File: config.mk
export PLATFORM = sky130hd
export DESIGN_NAME = ascii_motion_command_parser_unit_flat
export DESIGN_NICKNAME = d
export VERILOG_FILES = /design/src/design/amcp_pkg.sv /design/src/design/amcp_in_if.sv /design/src/design/amcp_out_if.sv /design/src/design/ascii_motion_command_parser_unit.sv /design/src/design/amcp_framer.sv /design/src/design/amcp_calc.sv /design/src/design/amcp_emitter.sv /design/src/flat_wrapper.sv
export SDC_FILE = /design/constraint.sdc
export NUM_CORES = 2
export LEC_CHECK = 0
export BUFFER_PORTS_ARGS = -buffer_cell sky130_fd_sc_hd__buf_2
export CAP_MARGIN = 10
export CORE_ASPECT_RATIO = 1.1
export CORE_MARGIN = 4
export CORE_UTILIZATION = 45
export DETAILED_ROUTE_END_ITERATION = 8
export PLACE_DENSITY = 0.72
export SLEW_MARGIN = 10
export SYNTH_ARGS = -nofsm -noshare
export SYNTH_HDL_FRONTEND = slang
export SYNTH_SLANG_ARGS = --single-unit
File: constraint.sdc
create_clock -name clk -period 13.7 [get_ports clk]
set_clock_uncertainty 0.1 [all_clocks]
set_input_delay 0 -clock clk [delete_from_list [all_inputs] [get_ports clk]]
set_output_delay 0 -clock clk [all_outputs]
set_load 0.01 [all_outputs]
File: src/design/amcp_pkg.sv
// ----------------------------------------------------------------------------
// amcp_pkg
// Shared types and constants of the ASCII motion command parser.
// ----------------------------------------------------------------------------
package amcp_pkg;

	// Number of leading frame bytes that commands ever look at.
	localparam int FRAME_HEAD = 10;

	// Framing and command characters.
	localparam logic [7:0] CH_OPEN  = 8'h3C;  // '<'
	localparam logic [7:0] CH_CLOSE = 8'h3E;  // '>'
	localparam logic [7:0] CH_ZERO  = 8'h30;  // '0'
	localparam logic [7:0] CH_POS   = 8'h41;  // 'A', positive sign
	localparam logic [7:0] CH_MOVE  = 8'h4D;  // 'M'
	localparam logic [7:0] CH_ROT   = 8'h52;  // 'R'
	localparam logic [7:0] CH_VER   = 8'h56;  // 'V'

	// UART indexes with a fixed role.
	localparam logic [1:0] CTRL_PORT = 2'd1;
	localparam logic [1:0] ECHO_PORT = 2'd2;

	// Wheel gain 187.833 / 0.891749586 / 1000 in Q16.
	localparam logic signed [14:0] W_GAIN_Q16 = 15'sd13804;

	typedef enum logic [1:0] {
		JOB_MOVE,
		JOB_ROT,
		JOB_VER,
		JOB_ECHO
	} job_kind_t;

	typedef enum logic {
		KIND_SPEED = 1'b0,
		KIND_REPLY = 1'b1
	} res_kind_t;

	typedef logic [FRAME_HEAD-1:0][7:0] frame_head_t;

	// A finished frame that gives results, with a copy of its head bytes.
	typedef struct packed {
		job_kind_t   kind;
		frame_head_t head;
	} frame_job_t;

	// A frame after the arithmetic: speeds or the Q16 wheel term, and echo bytes.
	typedef struct packed {
		job_kind_t          kind;
		logic signed [15:0] val_a;
		logic signed [15:0] val_b;
		logic signed [33:0] term;
		logic [7:0][7:0]    echo;
	} calc_job_t;

endpackage

File: src/design/amcp_in_if.sv
// ----------------------------------------------------------------------------
// amcp_in_if
// Received byte channel: UART index and raw byte, valid/ready handshake.
// ----------------------------------------------------------------------------
interface amcp_in_if;
	logic       valid;
	logic       ready;
	logic [1:0] port;
	logic [7:0] data_byte;

	modport source (output valid, output port, output data_byte, input ready);
	modport sink   (input valid, input port, input data_byte, output ready);
endinterface

File: src/design/amcp_out_if.sv
// ----------------------------------------------------------------------------
// amcp_out_if
// Result channel: wheel speed sets and reply bytes, valid/ready handshake.
// ----------------------------------------------------------------------------
interface amcp_out_if;
	logic               valid;
	logic               ready;
	logic               kind;
	logic signed [15:0] speed_1;
	logic signed [15:0] speed_2;
	logic signed [15:0] speed_3;
	logic signed [15:0] speed_4;
	logic [7:0]         reply_byte;
	logic [1:0]         reply_port;
	logic               last;

	modport source (output valid, output kind, output speed_1, output speed_2,
		output speed_3, output speed_4, output reply_byte, output reply_port,
		output last, input ready);
	modport sink (input valid, input kind, input speed_1, input speed_2,
		input speed_3, input speed_4, input reply_byte, input reply_port,
		input last, output ready);
endinterface

File: src/design/ascii_motion_command_parser_unit.sv
// ----------------------------------------------------------------------------
// ascii_motion_command_parser_unit
// Frames bytes from up to three UARTs and turns '>' frame ends into wheel
// speed sets or reply byte runs.
// ----------------------------------------------------------------------------
// Path: a frame end's '>' item passes the capture, decode and multiply stages
//   and then the result register before its first result is valid.
// Throughput: one item per cycle; a reply run of three or eleven bytes holds
//   the result register to its end; input stalls once the stages behind fill.
// Reset: frame lengths and stored head bytes clear to zero, no items in flight.
// ----------------------------------------------------------------------------
module ascii_motion_command_parser_unit #(
	parameter int BUF_DEPTH = 128,
	parameter int NUM_PORTS = 3
) (
	input logic        clk,
	input logic        arst_n,
	amcp_in_if.sink    rx,
	amcp_out_if.source res
);
	import amcp_pkg::*;

	logic       s1_valid;
	logic       s1_ready;
	frame_job_t s1_job;
	logic       s3_valid;
	logic       s3_ready;
	calc_job_t  s3_job;

	amcp_framer #(
		.BUF_DEPTH(BUF_DEPTH),
		.NUM_PORTS(NUM_PORTS)
	) u_framer (
		.clk     (clk),
		.arst_n  (arst_n),
		.rx      (rx),
		.s1_valid(s1_valid),
		.s1_ready(s1_ready),
		.s1_job  (s1_job)
	);

	amcp_calc u_calc (
		.clk     (clk),
		.arst_n  (arst_n),
		.s1_valid(s1_valid),
		.s1_ready(s1_ready),
		.s1_job  (s1_job),
		.s3_valid(s3_valid),
		.s3_ready(s3_ready),
		.s3_job  (s3_job)
	);

	amcp_emitter u_emitter (
		.clk     (clk),
		.arst_n  (arst_n),
		.s3_valid(s3_valid),
		.s3_ready(s3_ready),
		.s3_job  (s3_job),
		.res     (res)
	);

endmodule

File: src/design/amcp_framer.sv
// ----------------------------------------------------------------------------
// amcp_framer
// Per-port framing: frame lengths, stored head bytes and frame-end capture.
// ----------------------------------------------------------------------------
module amcp_framer #(
	parameter int BUF_DEPTH = 128,
	parameter int NUM_PORTS = 3
) (
	input  logic                clk,
	input  logic                arst_n,
	amcp_in_if.sink             rx,
	output logic                s1_valid,
	input  logic                s1_ready,
	output amcp_pkg::frame_job_t s1_job
);
	import amcp_pkg::*;

	localparam int LEN_W = $clog2(BUF_DEPTH);

	// Only the head bytes are ever read, so positions beyond them are not kept.
	frame_head_t      store_q [NUM_PORTS];
	logic [LEN_W-1:0] len_q   [NUM_PORTS];

	logic        s1_valid_q;
	frame_job_t  s1_job_q;

	logic        acc;
	logic        port_hit;
	frame_head_t row;
	logic        job_ok;
	job_kind_t   job_kind;

	assign rx.ready = !s1_valid_q || s1_ready;
	assign acc      = rx.valid && rx.ready;

	// Select the addressed port's head bytes.
	always_comb begin
		port_hit = 1'b0;
		row      = '0;
		for (int p = 0; p < NUM_PORTS; p++) begin
			if (rx.port == 2'(p)) begin
				port_hit = 1'b1;
				row      = store_q[p];
			end
		end
	end

	// Decode the command of a frame that ends with this item.
	always_comb begin
		job_ok   = 1'b0;
		job_kind = JOB_MOVE;
		if (port_hit && rx.data_byte == CH_CLOSE) begin
			if (rx.port == CTRL_PORT) begin
				job_ok   = (row[0] == CH_VER);
				job_kind = JOB_ECHO;
			end else begin
				case (row[0])
					CH_MOVE: begin
						job_ok   = 1'b1;
						job_kind = JOB_MOVE;
					end
					CH_ROT: begin
						job_ok   = 1'b1;
						job_kind = JOB_ROT;
					end
					CH_VER: begin
						job_ok   = 1'b1;
						job_kind = JOB_VER;
					end
					default: begin
						job_ok   = 1'b0;
						job_kind = JOB_MOVE;
					end
				endcase
			end
		end
	end

	// Frame lengths and stored bytes.
	always_ff @(posedge clk or negedge arst_n) begin
		if (!arst_n) begin
			for (int p = 0; p < NUM_PORTS; p++) begin
				store_q[p] <= '0;
				len_q[p]   <= '0;
			end
		end else if (acc) begin
			for (int p = 0; p < NUM_PORTS; p++) begin
				if (rx.port == 2'(p)) begin
					if (rx.data_byte == CH_OPEN) begin
						len_q[p] <= '0;
					end else if (rx.data_byte != CH_CLOSE) begin
						if (len_q[p] == LEN_W'(BUF_DEPTH - 1)) begin
							len_q[p] <= '0;
						end else begin
							len_q[p] <= len_q[p] + 1'b1;
						end
						for (int e = 0; e < FRAME_HEAD; e++) begin
							if (len_q[p] == LEN_W'(e)) begin
								store_q[p][e] <= rx.data_byte;
							end
						end
					end
				end
			end
		end
	end

	// Frame-end stage register.
	always_ff @(posedge clk or negedge arst_n) begin
		if (!arst_n) begin
			s1_valid_q <= 1'b0;
		end else if (acc && job_ok) begin
			s1_valid_q <= 1'b1;
		end else if (s1_ready) begin
			s1_valid_q <= 1'b0;
		end
	end

	always_ff @(posedge clk) begin
		if (acc && job_ok) begin
			s1_job_q.kind <= job_kind;
			s1_job_q.head <= row;
		end
	end

	assign s1_valid = s1_valid_q;
	assign s1_job   = s1_job_q;

`ifndef ASSERT_OFF
	generate
		for (genvar g = 0; g < NUM_PORTS; g++) begin : g_len_chk
			a_len_range: assert property (@(posedge clk) disable iff (!arst_n)
				len_q[g] <= LEN_W'(BUF_DEPTH - 1))
				else $error("frame length beyond buffer depth");
		end
	endgenerate

	a_open_clears: assert property (@(posedge clk) disable iff (!arst_n)
		(acc && rx.port == 2'd0 && rx.data_byte == CH_OPEN) |=> (len_q[0] == '0))
		else $error("frame start did not clear the length");
`endif

endmodule

File: src/design/amcp_calc.sv
// ----------------------------------------------------------------------------
// amcp_calc
// Digit decoding of a frame and the wheel term multiplication, two stages.
// ----------------------------------------------------------------------------
module amcp_calc (
	input  logic                 clk,
	input  logic                 arst_n,
	input  logic                 s1_valid,
	output logic                 s1_ready,
	input  amcp_pkg::frame_job_t s1_job,
	output logic                 s3_valid,
	input  logic                 s3_ready,
	output amcp_pkg::calc_job_t  s3_job
);
	import amcp_pkg::*;

	typedef struct packed {
		job_kind_t          kind;
		logic signed [15:0] val_a;
		logic signed [18:0] val_b;
		logic [7:0][7:0]    echo;
	} dec_job_t;

	// A digit is the byte less '0', taken as signed whatever the byte is.
	function automatic logic signed [8:0] dig(input logic [7:0] b);
		return $signed({1'b0, b}) - $signed({1'b0, CH_ZERO});
	endfunction

	function automatic logic signed [15:0] three_dig(input logic [7:0] b0,
		input logic [7:0] b1, input logic [7:0] b2);
		logic signed [15:0] d0;
		logic signed [15:0] d1;
		logic signed [15:0] d2;
		d0 = 16'(dig(b0));
		d1 = 16'(dig(b1));
		d2 = 16'(dig(b2));
		return d0 * 16'sd100 + d1 * 16'sd10 + d2;
	endfunction

	function automatic logic signed [18:0] apply_sign(input logic [7:0] s,
		input logic signed [18:0] v);
		return (s == CH_POS) ? v : -v;
	endfunction

	logic      s2_valid_q;
	dec_job_t  s2_q;
	dec_job_t  s2_d;
	logic      s2_adv;

	logic      s3_valid_q;
	calc_job_t s3_q;

	logic signed [18:0] vx_w;
	logic signed [18:0] b_w;
	logic signed [18:0] w_w;

	assign s2_adv   = !s3_valid_q || s3_ready;
	assign s1_ready = !s2_valid_q || s2_adv;

	// Signed fields of the frame head.
	always_comb begin
		vx_w = apply_sign(s1_job.head[1], 19'(three_dig(s1_job.head[2], s1_job.head[3],
			s1_job.head[4])));
		b_w  = apply_sign(s1_job.head[5], 19'(three_dig(s1_job.head[6], s1_job.head[7],
			s1_job.head[8])));
		w_w  = apply_sign(s1_job.head[5], 19'(dig(s1_job.head[6])) * 19'sd1000
			+ 19'(three_dig(s1_job.head[7], s1_job.head[8], s1_job.head[9])));
		s2_d.kind  = s1_job.kind;
		s2_d.val_a = vx_w[15:0];
		s2_d.val_b = (s1_job.kind == JOB_ROT) ? w_w : b_w;
		s2_d.echo  = s1_job.head[8:1];
	end

	// Decode stage.
	always_ff @(posedge clk or negedge arst_n) begin
		if (!arst_n) begin
			s2_valid_q <= 1'b0;
		end else if (s1_ready) begin
			s2_valid_q <= s1_valid;
		end
	end

	always_ff @(posedge clk) begin
		if (s1_valid && s1_ready) begin
			s2_q <= s2_d;
		end
	end

	// Multiply stage: angular speed times the wheel gain in Q16.
	always_ff @(posedge clk or negedge arst_n) begin
		if (!arst_n) begin
			s3_valid_q <= 1'b0;
		end else if (s2_adv) begin
			s3_valid_q <= s2_valid_q;
		end
	end

	always_ff @(posedge clk) begin
		if (s2_valid_q && s2_adv) begin
			s3_q.kind  <= s2_q.kind;
			s3_q.val_a <= s2_q.val_a;
			s3_q.val_b <= s2_q.val_b[15:0];
			s3_q.term  <= 34'(s2_q.val_b) * 34'(W_GAIN_Q16);
			s3_q.echo  <= s2_q.echo;
		end
	end

	assign s3_valid = s3_valid_q;
	assign s3_job   = s3_q;

endmodule

File: src/design/amcp_emitter.sv
// ----------------------------------------------------------------------------
// amcp_emitter
// Final speed sums and saturation, reply byte sequencing, result register.
// ----------------------------------------------------------------------------
module amcp_emitter (
	input  logic                clk,
	input  logic                arst_n,
	input  logic                s3_valid,
	output logic                s3_ready,
	input  amcp_pkg::calc_job_t s3_job,
	amcp_out_if.source          res
);
	import amcp_pkg::*;

	localparam int          ECHO_LEN = 11;
	localparam int          VER_LEN  = 3;
	localparam int          IDX_W    = $clog2(ECHO_LEN);

	// Truncate a Q16 value toward zero and saturate to 16 bits.
	function automatic logic signed [15:0] sat_q16(input logic signed [34:0] s);
		logic signed [18:0] q;
		q = s[34:16];
		if (s[34] && (s[15:0] != 16'h0000)) begin
			q = q + 19'sd1;
		end
		if (q > 19'sd32767) begin
			return 16'sh7FFF;
		end else if (q < -19'sd32768) begin
			return 16'sh8000;
		end else begin
			return q[15:0];
		end
	endfunction

	logic [IDX_W-1:0]   idx_q;
	logic               out_valid_q;
	res_kind_t          kind_q;
	logic signed [15:0] spd_q [4];
	logic [7:0]         reply_byte_q;
	logic [1:0]         reply_port_q;
	logic               last_q;

	logic               load;
	logic               last_now;
	logic signed [34:0] base;
	logic signed [34:0] sum_p;
	logic signed [34:0] sum_m;
	logic signed [15:0] spd_a;
	logic signed [15:0] spd_b;
	logic [7:0]         byte_now;
	logic [1:0]         port_now;
	logic [IDX_W-1:0]   echo_idx;

	assign load     = s3_valid && (!out_valid_q || res.ready);
	assign s3_ready = load && last_now;

	// Wheel sums for a rotation frame.
	assign base  = {{3{s3_job.val_a[15]}}, s3_job.val_a, 16'h0000};
	assign sum_p = base + 35'(s3_job.term);
	assign sum_m = base - 35'(s3_job.term);

	assign echo_idx = idx_q - IDX_W'(2);

	// Result of the current position in the job's run.
	always_comb begin
		spd_a    = '0;
		spd_b    = '0;
		byte_now = '0;
		port_now = '0;
		last_now = 1'b1;
		unique case (s3_job.kind)
			JOB_MOVE: begin
				spd_a = s3_job.val_a;
				spd_b = s3_job.val_b;
			end
			JOB_ROT: begin
				spd_a = sat_q16(sum_p);
				spd_b = sat_q16(sum_m);
			end
			JOB_VER: begin
				port_now = CTRL_PORT;
				last_now = (idx_q == IDX_W'(VER_LEN - 1));
				if (idx_q == IDX_W'(0)) begin
					byte_now = CH_OPEN;
				end else if (idx_q == IDX_W'(1)) begin
					byte_now = CH_VER;
				end else begin
					byte_now = CH_CLOSE;
				end
			end
			JOB_ECHO: begin
				port_now = ECHO_PORT;
				last_now = (idx_q == IDX_W'(ECHO_LEN - 1));
				if (idx_q == IDX_W'(0)) begin
					byte_now = CH_OPEN;
				end else if (idx_q == IDX_W'(1)) begin
					byte_now = CH_VER;
				end else if (last_now) begin
					byte_now = CH_CLOSE;
				end else begin
					byte_now = s3_job.echo[echo_idx[2:0]];
				end
			end
			default: begin
				last_now = 1'b1;
			end
		endcase
	end

	// Position within a reply run.
	always_ff @(posedge clk or negedge arst_n) begin
		if (!arst_n) begin
			idx_q <= '0;
		end else if (load) begin
			idx_q <= last_now ? '0 : idx_q + 1'b1;
		end
	end

	// Result register.
	always_ff @(posedge clk or negedge arst_n) begin
		if (!arst_n) begin
			out_valid_q <= 1'b0;
		end else if (load) begin
			out_valid_q <= 1'b1;
		end else if (res.ready) begin
			out_valid_q <= 1'b0;
		end
	end

	always_ff @(posedge clk) begin
		if (load) begin
			kind_q       <= (s3_job.kind == JOB_MOVE || s3_job.kind == JOB_ROT)
				? KIND_SPEED : KIND_REPLY;
			spd_q[0]     <= spd_a;
			spd_q[1]     <= spd_a;
			spd_q[2]     <= spd_b;
			spd_q[3]     <= spd_b;
			reply_byte_q <= byte_now;
			reply_port_q <= port_now;
			last_q       <= last_now;
		end
	end

	assign res.valid      = out_valid_q;
	assign res.kind       = kind_q;
	assign res.speed_1    = spd_q[0];
	assign res.speed_2    = spd_q[1];
	assign res.speed_3    = spd_q[2];
	assign res.speed_4    = spd_q[3];
	assign res.reply_byte = reply_byte_q;
	assign res.reply_port = reply_port_q;
	assign res.last       = last_q;

`ifndef ASSERT_OFF
	a_idx_idle: assert property (@(posedge clk) disable iff (!arst_n)
		!s3_valid |-> (idx_q == '0))
		else $error("reply position moved without a job");

	a_speed_last: assert property (@(posedge clk) disable iff (!arst_n)
		(out_valid_q && kind_q == KIND_SPEED) |-> last_q)
		else $error("speed result not marked last");
`endif

endmodule

File: src/flat_wrapper.sv
// flat-port wrapper written by rule: the top's interface ports become plain ports
module ascii_motion_command_parser_unit_flat import amcp_pkg::*;
#(
	parameter int BUF_DEPTH = 128,
	parameter int NUM_PORTS = 3
)
  (clk, arst_n, rx_valid, rx_port, rx_data_byte, rx_ready, res_valid, res_kind, res_speed_1, res_speed_2, res_speed_3, res_speed_4, res_reply_byte, res_reply_port, res_last, res_ready);
  amcp_in_if rx_i ();
  amcp_out_if res_i ();
  input logic clk;
  input logic arst_n;
  input wire logic [$bits(rx_i.valid)-1:0] rx_valid;
  input wire logic [$bits(rx_i.port)-1:0] rx_port;
  input wire logic [$bits(rx_i.data_byte)-1:0] rx_data_byte;
  output wire logic [$bits(rx_i.ready)-1:0] rx_ready;
  output wire logic [$bits(res_i.valid)-1:0] res_valid;
  output wire logic [$bits(res_i.kind)-1:0] res_kind;
  output wire logic [$bits(res_i.speed_1)-1:0] res_speed_1;
  output wire logic [$bits(res_i.speed_2)-1:0] res_speed_2;
  output wire logic [$bits(res_i.speed_3)-1:0] res_speed_3;
  output wire logic [$bits(res_i.speed_4)-1:0] res_speed_4;
  output wire logic [$bits(res_i.reply_byte)-1:0] res_reply_byte;
  output wire logic [$bits(res_i.reply_port)-1:0] res_reply_port;
  output wire logic [$bits(res_i.last)-1:0] res_last;
  input wire logic [$bits(res_i.ready)-1:0] res_ready;
  assign rx_i.valid = rx_valid;
  assign rx_i.port = rx_port;
  assign rx_i.data_byte = rx_data_byte;
  assign rx_ready = rx_i.ready;
  assign res_valid = res_i.valid;
  assign res_kind = res_i.kind;
  assign res_speed_1 = res_i.speed_1;
  assign res_speed_2 = res_i.speed_2;
  assign res_speed_3 = res_i.speed_3;
  assign res_speed_4 = res_i.speed_4;
  assign res_reply_byte = res_i.reply_byte;
  assign res_reply_port = res_i.reply_port;
  assign res_last = res_i.last;
  assign res_i.ready = res_ready;
  ascii_motion_command_parser_unit #(.BUF_DEPTH(BUF_DEPTH), .NUM_PORTS(NUM_PORTS)) u_core (.clk(clk), .arst_n(arst_n), .rx(rx_i), .res(res_i));
endmodule
=== After elaboration in Yosys (flattened, before gate mapping) ===
Memories as Yosys holds them, arrays and structs flattened.
Cells that the tools add are included.
W data, S select, Z words.

* Register bits: 586
* Memory bits (writable): 64
* Bits of input ports: 14
* Output and inout bits: 78
* Logic and storage cells: 278
* Memories: 1

* Add/sub/neg operators: 26
* $mul: 8
* Order comparisons: 5
* Eq/ne operators: 47
* Muxes and demuxes: 52
* Bitwise logic cells: 1
* Reduce and logical (&&, ||, !) cells: 63

{| class="wikitable"
|+ Memory list
! name !! words !! width !! read ports !! clocked after Yosys merged registers in !! wr ports !! line !! RTL
|-
| u_core.u_emitter.spd_q || 4 || 16 || 4 || 0 || 4 || amcp_emitter.sv:38 || <nowiki>logic signed [15:0] spd_q [4];</nowiki>
|}

{| class="wikitable"
|+ Operators with widths
! cell !! count
|-
| $mux W80 || 3
|-
| $reduce_and A5 Y1 || 30
|-
| $mux W19 || 7
|-
| $eq A7 B3 Y1 const B || 12
|-
| $mux W16 || 5
|-
| $mux W7 || 11
|-
| $pmux W16 S2 || 2
|-
| $sub A8 B6 Y9 const B || 7
|-
| $add A16 B14 Y16 || 3
|-
| $add A16 B9 Y16 || 3
|-
| $eq A7 B2 Y1 const B || 6
|-
| $eq A7 B4 Y1 const B || 6
|-
| $mul A9 B6 Y14 const B || 3
|-
| $eq A8 B7 Y1 const B || 5
|-
| $mul A9 B4 Y13 const B || 3
|-
| $add A19 B2 Y19 const B || 2
|-
| $gt A19 B16 Y1 const B || 2
|-
| $lt A19 B16 Y1 const B || 2
|-
| $add A32 B34 Y35 || 1
|-
| $sub A32 B34 Y35 || 1
|-
| $mul A19 B13 Y32 const B || 1
|-
| $mux W8 || 4
|-
| $reduce_bool A16 Y1 || 2
|-
| $bmux W8 S3 || 1
|-
| 34 further kinds || 80
|}

=== Logic depth before layout (Yosys ltp) ===
* Depth after elaboration: 11
* Mapped depth: 32
* Mapped depth without buffers: 32

=== Hierarchy ===
From an unflattened synthesis, not the netlist that was laid out.

* Cells, all modules: 3860
* Area total of the unflattened synthesis: 43511.7 µm²

{| class="wikitable"
|+ By module, submodules not included
! module !! instances !! cells an instance !! area an instance (µm²) !! seq. area each (µm²)
|-
| amcp_calc || 1 || 2073 || 22494.1 || 6896.6
|-
| amcp_framer || 1 || 1066 || 14760.4 || 9018.6
|-
| amcp_emitter || 1 || 721 || 6257.3 || 1446.4
|}

=== Worst setup path before layout ===
Ideal clock, no wire load.

* Path type: flip-flop to flip-flop
* Start point: register u_core.u_emitter.out_valid_q (netlist: u_core.u_emitter.res.valid)
* End point: register u_core.u_framer.s1_job_q, in the netlist u_core.u_framer.s1_job[10], enable pin
* Setup time: 0.692 ns
* Arrival: 9.089 ns
* Data required time: 12.908 ns
* Setup slack: 3.820 ns
* Cell stages (with the launch flop): 8
* Path buffers: 0
* Period minus slack after synthesis: 9.880 ns
* Cells stage by stage: dfrtp_1 > nand2b_1 > nand2_1 > inv_1 > a21boi_2 > nand3_2 > nand2_1 > nor4_1

* Word-level cells in the longest chain between the ends: 9

{| class="wikitable"
|+ Ends and longest elaborated chain
! item !! line !! RTL
|-
| start: declaration || amcp_emitter.sv:36 || <nowiki>logic out_valid_q;</nowiki>
|-
| start signal: assignment || amcp_emitter.sv:122 || <nowiki>out_valid_q <= 1'b0;</nowiki>
|-
| start signal: assignment || amcp_emitter.sv:124 || <nowiki>out_valid_q <= 1'b1;</nowiki>
|-
| start signal: assignment || amcp_emitter.sv:126 || <nowiki>out_valid_q <= 1'b0;</nowiki>
|-
| $logic_not A1 Y1 || amcp_emitter.sv:54 || <nowiki>assign load = s3_valid && (!out_valid_q || res.ready);</nowiki>
|-
| $logic_or A1 B1 Y1 || amcp_emitter.sv:54 ||
|-
| $logic_and A1 B1 Y1 || amcp_emitter.sv:54 ||
|-
| via u_core.u_emitter.load || amcp_emitter.sv:43 || <nowiki>logic load;</nowiki>
|-
| $logic_and A1 B1 Y1 || amcp_emitter.sv:55 || <nowiki>assign s3_ready = load && last_now;</nowiki>
|-
| $logic_or A1 B1 Y1 || amcp_calc.sv:57 || <nowiki>assign s2_adv = !s3_valid_q || s3_ready;</nowiki>
|-
| $logic_or A1 B1 Y1 || amcp_calc.sv:58 || <nowiki>assign s1_ready = !s2_valid_q || s2_adv;</nowiki>
|-
| $logic_or A1 B1 Y1 || amcp_framer.sv:33 || <nowiki>assign rx.ready = !s1_valid_q || s1_ready;</nowiki>
|-
| via rx_ready || flat_wrapper.sv:15 || <nowiki>output wire logic [$bits(rx_i.ready)-1:0] rx_ready;</nowiki>
|-
| $logic_and A1 B1 Y1 || amcp_framer.sv:34 || <nowiki>assign acc = rx.valid && rx.ready;</nowiki>
|-
| $logic_and A1 B1 Y1 || amcp_framer.sv:120 || <nowiki>if (acc && job_ok) begin</nowiki>
|-
| end: declaration || amcp_framer.sv:25 || <nowiki>frame_job_t s1_job_q;</nowiki>
|}

The timed path passes the listed nets, and every way through them passes these cells.
A chain may end at the register's enable or synchronous reset.

==> impl_metrics.csv <==
group,metric,value,unit
layout,final_cell_mix,"inv_1 (499), ha_1 (386), edfxtp_1 (346), dfrtp_1 (269), nand2_1 (254)",
critical_path,crit_fanout,6,
cts,ctsResizeCount,0,
die,num_rows,117,
yosys,netlist_area,42480,um2
critical_path,r2r-start,"u_core.u_framer.s1_job[60]",
cts,clock-sinks,615,
critical_path,crit_buf_inv,1,
die,io_pins,92,
layout,nFillCells,8223,
critical_path,cp_slowest_stage_delay,0.50,ns
die,die_area,99380,um2
sta,setup_viol,0,
cts,cts_tree,"built",
layout,drive_gt1_frac,0.1414,
critical_path,cp-startpoint,"u_core.u_framer.s1_job[60]",
routing,vias,27130,
layout,syn2layout_area_growth,8.986,%
sta,fmax,134.4,MHz
sta,period_minus_slack,7.441,ns
critical_path,worstSetupPathType,"reg -> reg",
routing,antenna_left,0,
layout,antennaDiodeCount,0,
cts,holdBufCountCts,8,
critical_path,cp_data_required_time,13.94,ns
critical_path,cp-end-kind,"flip-flop",
routing,wl_per_cell,17.65,um
sta,worst_hold_slack,0.02273,ns
power,power_density,89.15,nW/um2
routing,via_per_inst,5.315,
grt,grt_first_pass_wirelength,146.1,mm
power,p_seq_frac,0.507,
cts,path_clk_slew,0.06,ns
yosys,synth_ff_type,"edfxtp_1",
routing,first_pass_iters,5,
sta,fin_setup_tns,0,ns
sta,slew_viol_final,0,
die,die_y,330.2,um
routing,first_iter_violations,1600,
cts,worstSkewPairLatency,0.62,ns
cts,cts_buffers,67,
yosys,ys_warn_count,0,
routing,wl,90.07,mm
cts,cts_buffer_depth,3,
yosys,syn-num-nets,4370,
sta,finalHoldViolations,0,
sta,relSlewSlack,0.1988,
yosys,synth_area_per_cell,11.31,um2
placed_design,gp_congestion,0.8734,
die,initial_core_util,0.4563,
critical_path,r2r_end,"u_core.u_calc.s2_q[82]",
worst_hold_path,hp-class,"in -> reg",
run,drv_cap,0,
power,power.total,4.127,mW
power,internal-power,3.187,mW
yosys,yosys_register_bits,615,
critical_path,critPathMostFrequentCell,"ha_1",
critical_path,cp_top_family,"adder cells",
sta,min_period_over_period,0.5432,
power,p_clk_frac,0.438,
critical_path,crit_end,"u_core.u_calc.s2_q[82]",
yosys,ys_seq_area_frac,0.4031,
cts,post_cts_buffers,0,
yosys,async_flop_share,0.4374,
grt,overflow,0,
power,irDropWorstVdd,0.0001005,V
critical_path,crit_arrival,7.68,ns
routing,remaining_drc_errors,0,
critical_path,reg2reg_depth,28,
yosys,synthTopCellsByArea,"edfxtp_1 (24%), dfrtp_1 (16%), ha_1 (11%), fa_1 (10%), mux2_2 (6.3%)",
yosys,synth_top_area_share,0.2446,
run_status,status,"complete, no violations",
grt,grt_max_degree,168,
layout,final_common_cell,"inv_1",
grt,antenna_found_initial,1,
die,dieWidth,300.9,um
yosys,yosysUniqueCellTypes,102,
sta,tightest_slew,1.202,ns
power,pwr-share-comb,0.054,
critical_path,crit_path_start_kind,"flip-flop",
cts,cts_max_level,3,
yosys,syn_inst,3755,
power,p_sw,0.9399,mW
critical_path,crit_cells,28,
yosys,yosys.area.top_type,"edfxtp_1",
placed_design,hpwl,67.30,mm
grt,track_usage,0.1822,
critical_path,crit_slowest_cell,"xnor2_1",
power,switching_share,0.2277,
grt,grt_pass1_vias,27670,
die,core-area,93100,um2
sta,rsz0062_at_grt,"no",
critical_path,r2r_slack,6.26,ns
placed_design,portBuffers,91,
yosys,synth_edf_count,346,
cts,cts_root_buffer,"clkbuf_16",
layout,post-route-util,0.4973,
power,leakage,21.10,nW
layout,nNetsFinal,4417,
==> cell type report <==
class                           instances  area [um2]  share of cell area
Clock buffer                           84        1764             0.03811
Sequential cell                       615       17120              0.3698
Tap cell                             1249        1563             0.03375
Inverter                              502        1884             0.04070
Multi-Input combinational cell       2500       22820              0.4929
Timing Repair Buffer                  116       705.7             0.01524
Clock inverter                         38       439.2            0.009486
==> synth_stat cells, drive strengths merged, types with 12 or more instances <==
library cell / count
mux2i: 90
mux4: 17
nand2b: 27
and3: 16
buf: 58
nand2: 258
nor2b: 24
xor2: 81
a211oi: 18
a21o: 60
o21ai: 197
xnor2: 167
nor3b: 12
and2: 12
dfrtp: 269
a31oi: 12
ha: 386
nand4: 13
o21bai: 37
a21oi: 157
nand3: 42
or2: 16
inv: 502
nor3: 52
or3: 28
clkbuf: 80
nor2: 134
o31ai: 18
nor4: 12
o21a: 20
mux2: 242
fa: 215
edfxtp: 346
==> metal layers <==
metal  track usage  up-vias  share of wire
li1              -    13070              -
met1        0.2387    13440           0.44
met2        0.3193      488           0.50
met3       0.02511      130          0.039
met4       0.04757        0          0.026
met5             0        -              0
==> flip-flops by register name, indices dropped and copies added (netlist names), 2 cells and up <==
name,count
u_core.u_framer.s1_job,74
u_core.u_emitter.spd_q,32
u_core.u_emitter.idx_q,4
u_core.u_emitter.res.reply_port,2
u_core.u_calc.s2_q,100
u_core.u_framer.len_q,21
u_core.u_calc.s3_job,128
u_core.u_emitter.res.reply_byte,8
u_core.u_framer.store_q,240
==> power by group through the flow <==
stage	clock (mW)	sequential (mW)	combinational [mW]
2_1_floorplan	0	2.11	0.168
3_3_place_gp	0	2.12	0.216
3_5_place_dp	0	2.13	0.223
4_1_cts	1.85	2.09	0.227
5_1_grt	1.93	2.10	0.253
6_report	1.81	2.09	0.225
==> worst reg2reg max path: cells and delay by family, from the launching register on <==
family	cells	cell delay [ns]
AOI/OAI and AO/OA	9	1.58
adders and majority gates	7	2.66
buffers and inverters	1	0.04
xor gates and xnor gates	6	1.38
and+or+nand+nor	5	0.95
DFF	1	0.47
==> worst min path at each step <==
stage / start / to / slack (ns) / depth (start not counted)
after floorplan: arst_n / u_core.u_calc.s2_valid_q / -0.40 / 0
after global placement: arst_n / u_core.u_framer.store_q[179] / -0.002 / 1
after detailed placement: arst_n / u_core.u_framer.store_q[179] / 0.007 / 1
after CTS: rx_data_byte[6] / u_core.u_framer.store_q[6] / 0.005 / 2
after global routing: rx_data_byte[6] / u_core.u_framer.store_q[6] / 0.03 / 2
final: rx_data_byte[5] / u_core.u_framer.store_q[85] / 0.02 / 2
==> kinds of logic after synthesis <==
kind of cell             synth area share
buffers and inverters             0.06056
flip-flops                         0.4031
multiplexers                      0.09437
AO/OA/AOI/OAI                     0.09487
AND/OR/NAND/NOR                   0.07932
XOR/XNOR                          0.05272
adder cells (fa/ha/maj)            0.2150
other                          0.00008828
==> stage by stage <==
step | cell area (um2) | setup WS, ns | instances
final | 46300 | 6.259 | 5104
after global routing | 46300 | 5.654 | 5104
after CTS | 46300 | 6.217 | 5104
after detailed placement | 44000 | 6.261 | 4974
after global placement | 44000 | 6.392 | 4974
after floorplan | 42480 | 3.820 | 3755
No activity file was read; power rests on OpenSTA's default activity.
